--- config.mk ---
export PLATFORM = sky130hd
export DESIGN_NAME = diff_drive_wheel_speed_framer
export DESIGN_NICKNAME = d
export VERILOG_FILES = /design/src/rtl/ddwsf_pkg.sv /design/src/rtl/ddwsf_kin.sv /design/src/rtl/ddwsf_ser.sv /design/src/rtl/diff_drive_wheel_speed_framer.sv
export SDC_FILE = /design/constraint.sdc
export NUM_CORES = 2
export LEC_CHECK = 0
export ABC_AREA = 1
export ABC_CLOCK_PERIOD_IN_PS = 5700
export CAP_MARGIN = 10
export CORE_MARGIN = 2
export CORE_UTILIZATION = 45
export CTS_CLUSTER_SIZE = 24
export DETAILED_ROUTE_END_ITERATION = 12
export DONT_BUFFER_PORTS = 1
export GPL_TIMING_DRIVEN = 1
export REMOVE_ABC_BUFFERS = 1
export SLEW_MARGIN = 20
export SYNTH_ARGS = -nofsm -noshare
export SYNTH_HDL_FRONTEND = slang
export SYNTH_SLANG_ARGS = --single-unit
--- constraint.sdc ---
create_clock -name clock -period 5.7 [get_ports clock]
set_clock_uncertainty 0.1 [all_clocks]
set_input_delay 0.57 -clock clock [delete_from_list [all_inputs] [get_ports clock]]
set_output_delay 0.57 -clock clock [all_outputs]
set_load 0.01 [all_outputs]
--- src/rtl/ddwsf_pkg.sv ---
// ----------------------------------------------------------------------------
// ddwsf_pkg
// Shared types and constants for the differential-drive wheel speed framer.
// ----------------------------------------------------------------------------
package ddwsf_pkg;

   // Field widths
   localparam int VelWidth   = 16;
   localparam int GainWidth  = 32;
   localparam int ProdWidth  = VelWidth + GainWidth + 1;  // signed v times unsigned gain
   localparam int SumWidth   = ProdWidth + 1;
   localparam int FracBits   = 26;                       // 10 input + 16 gain fraction bits
   localparam int SpeedWidth = 15;                       // saturates at 32767
   localparam int ByteWidth  = 8;

   // Frame layout
   localparam int FrameLen  = 10;
   localparam int IdxWidth  = $clog2(FrameLen);

   localparam logic [IdxWidth-1:0] IdxSync0     = IdxWidth'(0);
   localparam logic [IdxWidth-1:0] IdxSync1     = IdxWidth'(1);
   localparam logic [IdxWidth-1:0] IdxDirLeft   = IdxWidth'(2);
   localparam logic [IdxWidth-1:0] IdxDirRight  = IdxWidth'(3);
   localparam logic [IdxWidth-1:0] IdxLeftHi    = IdxWidth'(4);
   localparam logic [IdxWidth-1:0] IdxLeftLo    = IdxWidth'(5);
   localparam logic [IdxWidth-1:0] IdxRightHi   = IdxWidth'(6);
   localparam logic [IdxWidth-1:0] IdxRightLo   = IdxWidth'(7);
   localparam logic [IdxWidth-1:0] IdxTrail0    = IdxWidth'(8);
   localparam logic [IdxWidth-1:0] IdxTrail1    = IdxWidth'(9);

   localparam logic [ByteWidth-1:0] Sync0Byte  = 8'hA5;
   localparam logic [ByteWidth-1:0] Sync1Byte  = 8'hA6;
   localparam logic [ByteWidth-1:0] Trail0Byte = 8'h6B;
   localparam logic [ByteWidth-1:0] Trail1Byte = 8'h5B;

   // Configuration register indexes and reset values
   localparam logic CsrLinearGain  = 1'b0;
   localparam logic CsrAngularGain = 1'b1;

   localparam logic [GainWidth-1:0] LinearGainReset  = 32'd20860764;
   localparam logic [GainWidth-1:0] AngularGainReset = 32'd625822;

   // One wheel command, ready for framing
   typedef struct packed {
      logic                  left_rev;
      logic                  right_fwd;
      logic [SpeedWidth-1:0] left_rpm;
      logic [SpeedWidth-1:0] right_rpm;
   } wheel_cmd_type;

endpackage

--- src/rtl/ddwsf_kin.sv ---
// ----------------------------------------------------------------------------
// ddwsf_kin
// Inverse kinematics pipeline: input register, gain products, wheel sums,
// then magnitude, saturation and direction flags toward the framer.
// ----------------------------------------------------------------------------
module ddwsf_kin
   import ddwsf_pkg::*;
(
   input  logic                 clock,
   input  logic                 reset,
   input  logic                 in_valid,
   output logic                 in_ready,
   input  logic [VelWidth-1:0]  linear_velocity,
   input  logic [VelWidth-1:0]  angular_velocity,
   input  logic [GainWidth-1:0] linear_gain,
   input  logic [GainWidth-1:0] angular_gain,
   output logic                 cmd_valid,
   input  logic                 cmd_ready,
   output wheel_cmd_type        cmd
);

   logic                       in_vld_ff;
   logic                       prod_vld_ff;
   logic                       sum_vld_ff;
   logic [VelWidth-1:0]        lin_ff;
   logic [VelWidth-1:0]        ang_ff;
   logic signed [ProdWidth-1:0] lin_prod_ff;
   logic signed [ProdWidth-1:0] ang_prod_ff;
   logic signed [SumWidth-1:0]  left_ff;
   logic signed [SumWidth-1:0]  right_ff;

   logic                       sum_move;
   logic                       prod_move;
   logic                       in_move;
   logic signed [ProdWidth-1:0] lin_prod_in;
   logic signed [ProdWidth-1:0] ang_prod_in;
   logic signed [SumWidth-1:0]  left_in;
   logic signed [SumWidth-1:0]  right_in;
   logic [SumWidth-1:0]        left_mag;
   logic [SumWidth-1:0]        right_mag;

   // Stall chain: a stage moves on when the one below is free or draining
   assign sum_move  = !sum_vld_ff  || cmd_ready;
   assign prod_move = !prod_vld_ff || sum_move;
   assign in_move   = !in_vld_ff   || prod_move;
   assign in_ready  = in_move;

   // Gain products, exact with 26 fraction bits
   assign lin_prod_in = $signed(lin_ff) * $signed({1'b0, linear_gain});
   assign ang_prod_in = $signed(ang_ff) * $signed({1'b0, angular_gain});

   // Wheel sums, left subtracts the yaw term
   assign left_in  = {lin_prod_ff[ProdWidth-1], lin_prod_ff}
                   - {ang_prod_ff[ProdWidth-1], ang_prod_ff};
   assign right_in = {lin_prod_ff[ProdWidth-1], lin_prod_ff}
                   + {ang_prod_ff[ProdWidth-1], ang_prod_ff};

   // Magnitude, truncate toward zero, saturate at full scale
   assign left_mag  = left_ff[SumWidth-1]  ? SumWidth'(-left_ff)  : SumWidth'(left_ff);
   assign right_mag = right_ff[SumWidth-1] ? SumWidth'(-right_ff) : SumWidth'(right_ff);

   always_comb begin
      cmd.left_rev  = left_ff[SumWidth-1];
      cmd.right_fwd = !right_ff[SumWidth-1];
      if (|left_mag[SumWidth-1:FracBits+SpeedWidth]) begin
         cmd.left_rpm = '1;
      end else begin
         cmd.left_rpm = left_mag[FracBits+SpeedWidth-1:FracBits];
      end
      if (|right_mag[SumWidth-1:FracBits+SpeedWidth]) begin
         cmd.right_rpm = '1;
      end else begin
         cmd.right_rpm = right_mag[FracBits+SpeedWidth-1:FracBits];
      end
   end

   assign cmd_valid = sum_vld_ff;

   // Valid flags
   always_ff @(posedge clock) begin
      if (reset) begin
         in_vld_ff   <= 1'b0;
         prod_vld_ff <= 1'b0;
         sum_vld_ff  <= 1'b0;
      end else begin
         if (in_move)   in_vld_ff   <= in_valid;
         if (prod_move) prod_vld_ff <= in_vld_ff;
         if (sum_move)  sum_vld_ff  <= prod_vld_ff;
      end
   end

   // Payload stages
   always_ff @(posedge clock) begin
      if (in_move) begin
         lin_ff <= linear_velocity;
         ang_ff <= angular_velocity;
      end
      if (prod_move) begin
         lin_prod_ff <= lin_prod_in;
         ang_prod_ff <= ang_prod_in;
      end
      if (sum_move) begin
         left_ff  <= left_in;
         right_ff <= right_in;
      end
   end

endmodule

--- src/rtl/ddwsf_ser.sv ---
// ----------------------------------------------------------------------------
// ddwsf_ser
// Frame serializer: holds one wheel command and sends its ten frame bytes,
// one beat per cycle while out_ready is high, loading the next command on the last beat.
// ----------------------------------------------------------------------------
module ddwsf_ser
   import ddwsf_pkg::*;
(
   input  logic                 clock,
   input  logic                 reset,
   input  logic                 cmd_valid,
   output logic                 cmd_ready,
   input  wheel_cmd_type        cmd,
   output logic                 out_valid,
   input  logic                 out_ready,
   output logic [ByteWidth-1:0] out_byte,
   output logic                 out_last
);

   logic                busy_ff;
   logic [IdxWidth-1:0] idx_ff;
   wheel_cmd_type       cmd_ff;

   logic                beat;
   logic                last;

   assign last      = (idx_ff == IdxTrail1);
   assign beat      = busy_ff && out_ready;
   assign cmd_ready = !busy_ff || (beat && last);

   // Advance through the frame, reload at its end
   always_ff @(posedge clock) begin
      if (reset) begin
         busy_ff <= 1'b0;
         idx_ff  <= IdxSync0;
      end else if (cmd_ready) begin
         busy_ff <= cmd_valid;
         idx_ff  <= IdxSync0;
      end else if (beat) begin
         idx_ff  <= idx_ff + IdxWidth'(1);
      end
   end

   always_ff @(posedge clock) begin
      if (cmd_ready && cmd_valid) begin
         cmd_ff <= cmd;
      end
   end

   // Select the byte for the current position
   always_comb begin
      unique case (idx_ff)
         IdxSync0:    out_byte = Sync0Byte;
         IdxSync1:    out_byte = Sync1Byte;
         IdxDirLeft:  out_byte = ByteWidth'(cmd_ff.left_rev);
         IdxDirRight: out_byte = ByteWidth'(cmd_ff.right_fwd);
         IdxLeftHi:   out_byte = ByteWidth'(cmd_ff.left_rpm[SpeedWidth-1:ByteWidth]);
         IdxLeftLo:   out_byte = cmd_ff.left_rpm[ByteWidth-1:0];
         IdxRightHi:  out_byte = ByteWidth'(cmd_ff.right_rpm[SpeedWidth-1:ByteWidth]);
         IdxRightLo:  out_byte = cmd_ff.right_rpm[ByteWidth-1:0];
         IdxTrail0:   out_byte = Trail0Byte;
         IdxTrail1:   out_byte = Trail1Byte;
         default:     out_byte = '0;
      endcase
   end

   assign out_valid = busy_ff;
   assign out_last  = last;

   // Position never runs past the frame
   a_idx_range: assert property (@(posedge clock) disable iff (reset)
      idx_ff <= IdxTrail1)
      else $error("frame position out of range");

   // A taken beat that is not the last steps to the next position
   a_idx_step: assert property (@(posedge clock) disable iff (reset)
      beat && !last |=> idx_ff == $past(idx_ff) + IdxWidth'(1))
      else $error("frame position did not advance");

   // A stalled beat keeps the position and the frame
   a_idx_hold: assert property (@(posedge clock) disable iff (reset)
      busy_ff && !out_ready |=> busy_ff && $stable(idx_ff) && $stable(cmd_ff))
      else $error("frame moved while stalled");

   // A loaded command starts at the first sync byte
   a_load_start: assert property (@(posedge clock) disable iff (reset)
      cmd_ready && cmd_valid |=> busy_ff && idx_ff == IdxSync0)
      else $error("new frame did not start at the sync byte");

endmodule

--- src/rtl/diff_drive_wheel_speed_framer.sv ---
// ----------------------------------------------------------------------------
// diff_drive_wheel_speed_framer
// Body velocity command to left and right wheel rpm, sent as a ten-byte
// motor frame.
// ----------------------------------------------------------------------------
// Each command beat (linear and angular velocity) yields ten frame beats,
// A5 A6 dirL dirR speedL_hi speedL_lo speedR_hi speedR_lo 6B 5B, with tlast
// on the last. The framer sends one byte per cycle while rsp_tready is high.
// Each command passes through the input register, product register, sum
// register and frame register before its first byte appears. Up to three
// further commands queue in the pipeline while a frame goes out. Gains are
// written through the csr port; the user must write them only while the
// block is idle, which the block itself does not enforce.
// ----------------------------------------------------------------------------
module diff_drive_wheel_speed_framer
   import ddwsf_pkg::*;
(
   input  logic                 clock,
   input  logic                 reset,
   // Command channel
   input  logic                 req_tvalid,
   output logic                 req_tready,
   input  logic [31:0]          req_tdata,   // [15:0] linear_velocity, [31:16] angular_velocity
   // Frame channel
   output logic                 rsp_tvalid,
   input  logic                 rsp_tready,
   output logic [7:0]           rsp_tdata,   // [7:0] frame_byte
   output logic                 rsp_tlast,   // last_byte
   // Configuration
   input  logic                 csr_we,
   input  logic                 csr_addr,
   input  logic [GainWidth-1:0] csr_wdata
);

   logic [GainWidth-1:0] linear_gain_ff;
   logic [GainWidth-1:0] angular_gain_ff;
   logic                 cmd_valid;
   logic                 cmd_ready;
   wheel_cmd_type        cmd;

   // Gain registers
   always_ff @(posedge clock) begin
      if (reset) begin
         linear_gain_ff  <= LinearGainReset;
         angular_gain_ff <= AngularGainReset;
      end else if (csr_we) begin
         unique case (csr_addr)
            CsrLinearGain:  linear_gain_ff  <= csr_wdata;
            CsrAngularGain: angular_gain_ff <= csr_wdata;
            default:        ;
         endcase
      end
   end

   ddwsf_kin u_kin (
      .clock            (clock),
      .reset            (reset),
      .in_valid         (req_tvalid),
      .in_ready         (req_tready),
      .linear_velocity  (req_tdata[VelWidth-1:0]),
      .angular_velocity (req_tdata[2*VelWidth-1:VelWidth]),
      .linear_gain      (linear_gain_ff),
      .angular_gain     (angular_gain_ff),
      .cmd_valid        (cmd_valid),
      .cmd_ready        (cmd_ready),
      .cmd              (cmd)
   );

   ddwsf_ser u_ser (
      .clock     (clock),
      .reset     (reset),
      .cmd_valid (cmd_valid),
      .cmd_ready (cmd_ready),
      .cmd       (cmd),
      .out_valid (rsp_tvalid),
      .out_ready (rsp_tready),
      .out_byte  (rsp_tdata),
      .out_last  (rsp_tlast)
   );

endmodule

==> impl_metrics.json <==
{
  "core_area_sq_um": 122000,
  "fmaxAchievable_mhz": 173,
  "drcViolationCount": 0,
  "avgViaCountPerCell": 5.10,
  "synth_edf_count": 261,
  "cts-buffers-inserted": 43,
  "worst_path_dominant_cell_family": "adder cells",
  "layout-drive-gt1-share_pct": 13.9,
  "post-route-min-period_ns": 5.77,
  "hold-path-cell-count": 2,
  "antenna_violating_nets_post_route": 0,
  "crit_type": "flip-flop to flip-flop",
  "cts.htree.levels": 2,
  "worst-r2r-cell-count": 26,
  "synth_seq_area_share_pct": 16.7,
  "floorplan.rows": 128,
  "postLayoutCoreUtil_pct": 53.5,
  "post_synth.cell_area_avg_sq_um": 7.58,
  "ys_warn_count": 0,
  "synth-async-reset-ratio_pct": 0,
  "setup_tns_ns": -0.574,
  "tritoncts": "yes",
  "finalNetCount": 9006,
  "critical_path.max_fanout": 11,
  "place.detailed.instances": 9159,
  "worst_hold_path_type": "primary input to flip-flop",
  "critical_path.most_common_cell": "fa_1",
  "grtUsageMet2_pct": 45.5,
  "initial_utilization_pct": 45.5,
  "synth_cells": 7340,
  "gr_usage_total_pct": 28.4,
  "first_iter_violations": 4209,
  "die_width_microns": 356,
  "rsz0062_at_grt": "yes",
  "timing.critical_path.slowest_stage_cell": "fa_1",
  "grt_pass1_wl_microns": 278000,
  "crit_buf_inv": 9,
  "final-setup-viol-count": 19,
  "grt_overflow_total": 0,
  "post_layout_nonfiller_instances": 9353,
  "post_synth_main_area_contributors": "fa_1, edfxtp_1, inv_1",
  "worst_ep_arrival_time_ns": 6.06,
  "wl_per_cell_microns": 19.1,
  "synth_top_cell_area_share_pct": 30.2,
  "synth_area_sq_um": 55600,
  "clk_path_buf_depth": 3,
  "cts.sinks": 333,
  "status": "complete, but fails checks",
  "cts-root-buf": "clkbuf_16",
  "slowest_delay_ns": 0.56,
  "ff_to_ff_end": "u_kin.ang_prod_ff[43]",
  "synthToLayoutAreaGrowth_pct": 17.7,
  "crit_cells": 26,
  "synth_largest_area_cell": "fa_1",
  "antenna_found_initial": 8,
  "clock_latency_ns": 0.65,
  "vias": 47700,
  "reg2reg_setup_slack_ns": -0.07,
  "grtUsageMet3_pct": 3.81,
  "busiest_layer": "met2",
  "ioPinCount": 81,
  "port-buffer-count": 0,
  "pre_cts_slack_ns": -0.345,
  "count_of_final_hold_check_violations": 0,
  "die-area_sq_um": 126000,
  "worst_slack_ns": -0.0664,
  "startpoint_type": "flip-flop",
  "first_global_vias": 48800,
  "netlist-cell-type-count": 53,
  "die_height_microns": 356,
  "largest_net_degree_at_the_start_of_global_routing": 69,
  "timing.final.max_slew_violations": 0,
  "clk_pin_slew_worst_paths_ns": 0.06,
  "post-dp-hpwl_microns": 146000,
  "min-delay-start": "csr_wdata[27]",
  "worst-endpoint-required_ns": 5.99,
  "drt_pass1_iterations": 5,
  "finalCritPeriodShare_pct": 101,
  "reg2reg_from": "u_kin.ang_ff[1]",
  "yosys_register_bits": 333,
  "slew-limit-headroom_pct": 32.6,
  "max_cap_viol_count": 0,
  "layout.filler_cells": 11700,
  "max_slew.worst_pin.slew_ns": 1.01,
  "grt_use_met1_pct": 39.9,
  "finalWeightedCongestion": 1.05,
  "synth_top_flop_cell": "edfxtp_1",
  "finalWirelength_microns": 178000,
  "min_to": "angular_gain_ff[27]",
  "failed_checks": "setup timing",
  "end_kind": "flip-flop"
}
==> per-layer routing <==
metal  vias up  routed length [microns]  share of wire [%]
met1     23400                    77900                 44
li1      22400                        -                  -
met4         2                     6850                3.8
met3       299                    13200                7.4
met5         -                       13             0.0073
met2      1654                    80400                 45
==> through the flow <==
step	hold WS (ns)	area, sq um
3_5_place_dp	0.358	61000
4_1_cts	0.00497	64000
2_1_floorplan	0.330	54400
6_report	0.0299	65400
3_3_place_gp	0.349	61000
5_1_grt	0.0228	65400
==> layout by cell type (no fill, tap or decap), types with 149 or more instances in the layout <==
cell / instances
inv_1: 1874
nand2_1: 1723
fa_1: 818
nor2_1: 540
buf_4: 432
ha_1: 354
edfxtp_1: 261
a21oi_1: 214
nand3_1: 187
o21ai_0: 149
==> cell usage after synthesis (all sizes together) (5+ instances only) <==
cell type	count
a21boi	15
a21o	14
a21oi	278
a221oi	5
a31oi	14
and2	5
buf	33
clkbuf	252
dfxtp	72
edfxtp	261
fa	838
ha	410
inv	1908
nand2	1812
nand3	212
nand4	25
nor2	632
nor3	61
nor4	9
o211ai	11
o21a	17
o21ai	219
o21bai	32
o311ai	5
or2	17
xnor2	33
xor2	135
==> worst max-delay path by stage <==
stage	end	slack (ns)	startpoint
floorplan	u_kin.lin_prod_ff[41]	-0.09	u_kin.lin_ff[1]
global placement	u_kin.ang_prod_ff[30]	-0.26	u_kin.ang_ff[6]
detailed placement	u_kin.ang_prod_ff[30]	-0.35	u_kin.ang_ff[6]
CTS	u_kin.ang_prod_ff[36]	-0.09	u_kin.ang_ff[4]
global route	u_kin.ang_prod_ff[43]	-0.30	u_kin.ang_ff[8]
finish	u_kin.ang_prod_ff[43]	-0.07	u_kin.ang_ff[1]
==> flip-flops by register name (all words and copies together), names as in the netlist <==
| signal | flops |
|---|---|
| u_kin.ang_prod_ff | 49 |
| u_ser.out_valid | 1 |
| u_kin.prod_vld_ff | 1 |
| u_ser.cmd_ff | 32 |
| u_kin.lin_ff | 16 |
| u_kin.left_ff | 49 |
| linear_gain_ff | 32 |
| u_kin.in_vld_ff | 1 |
| angular_gain_ff | 32 |
| u_kin.lin_prod_ff | 49 |
| u_kin.cmd_valid | 1 |
| u_ser.idx_ff | 4 |
| u_kin.right_ff | 50 |
| u_kin.ang_ff | 16 |
==> area by class of cell <==
type	count	area (sq um)	area share (%)
clock inverters	25	267	0.407
diodes	5	12.5	0.0191
repair buffers	588	5640	8.62
flip-flops and latches	333	9290	14.2
inverters	1909	7170	11.0
well taps	1625	2030	3.11
clock buffers	55	1150	1.76
multi-input cells	4813	39900	60.9
==> timing repair <==
| item | in CTS | in global routing |
|---|---|---|
| cloned | 1 | 3 |
| setup buffers | 9 | 32 |
| hold buffers | 65 | 0 |
| gates resized for setup | 202 | 304 |
| endpoints found under the setup margin | 64 | 71 |
| pin swaps | 22 | 56 |
| endpoints found under the hold margin | 81 | 0 |
==> logic make-up (layout without fill, tap and decap cells) <==
| family | count (synthesis) | count (layout) | synth area share, % |
|---|---|---|---|
| compound gates | 619 | 619 | 6.25 |
| xor+xnor | 168 | 168 | 2.65 |
| fa+ha+maj | 1248 | 1248 | 39.4 |
| buf+inv | 2194 | 2577 | 15.0 |
| flops | 333 | 333 | 16.7 |
| other cells | 0 | 5 | 0 |
| simple gates | 2778 | 2778 | 20.0 |
Power is left out: the tool's default activity adds up to more than one toggle a clock period on the data nets, which glitch-free logic cannot reach.
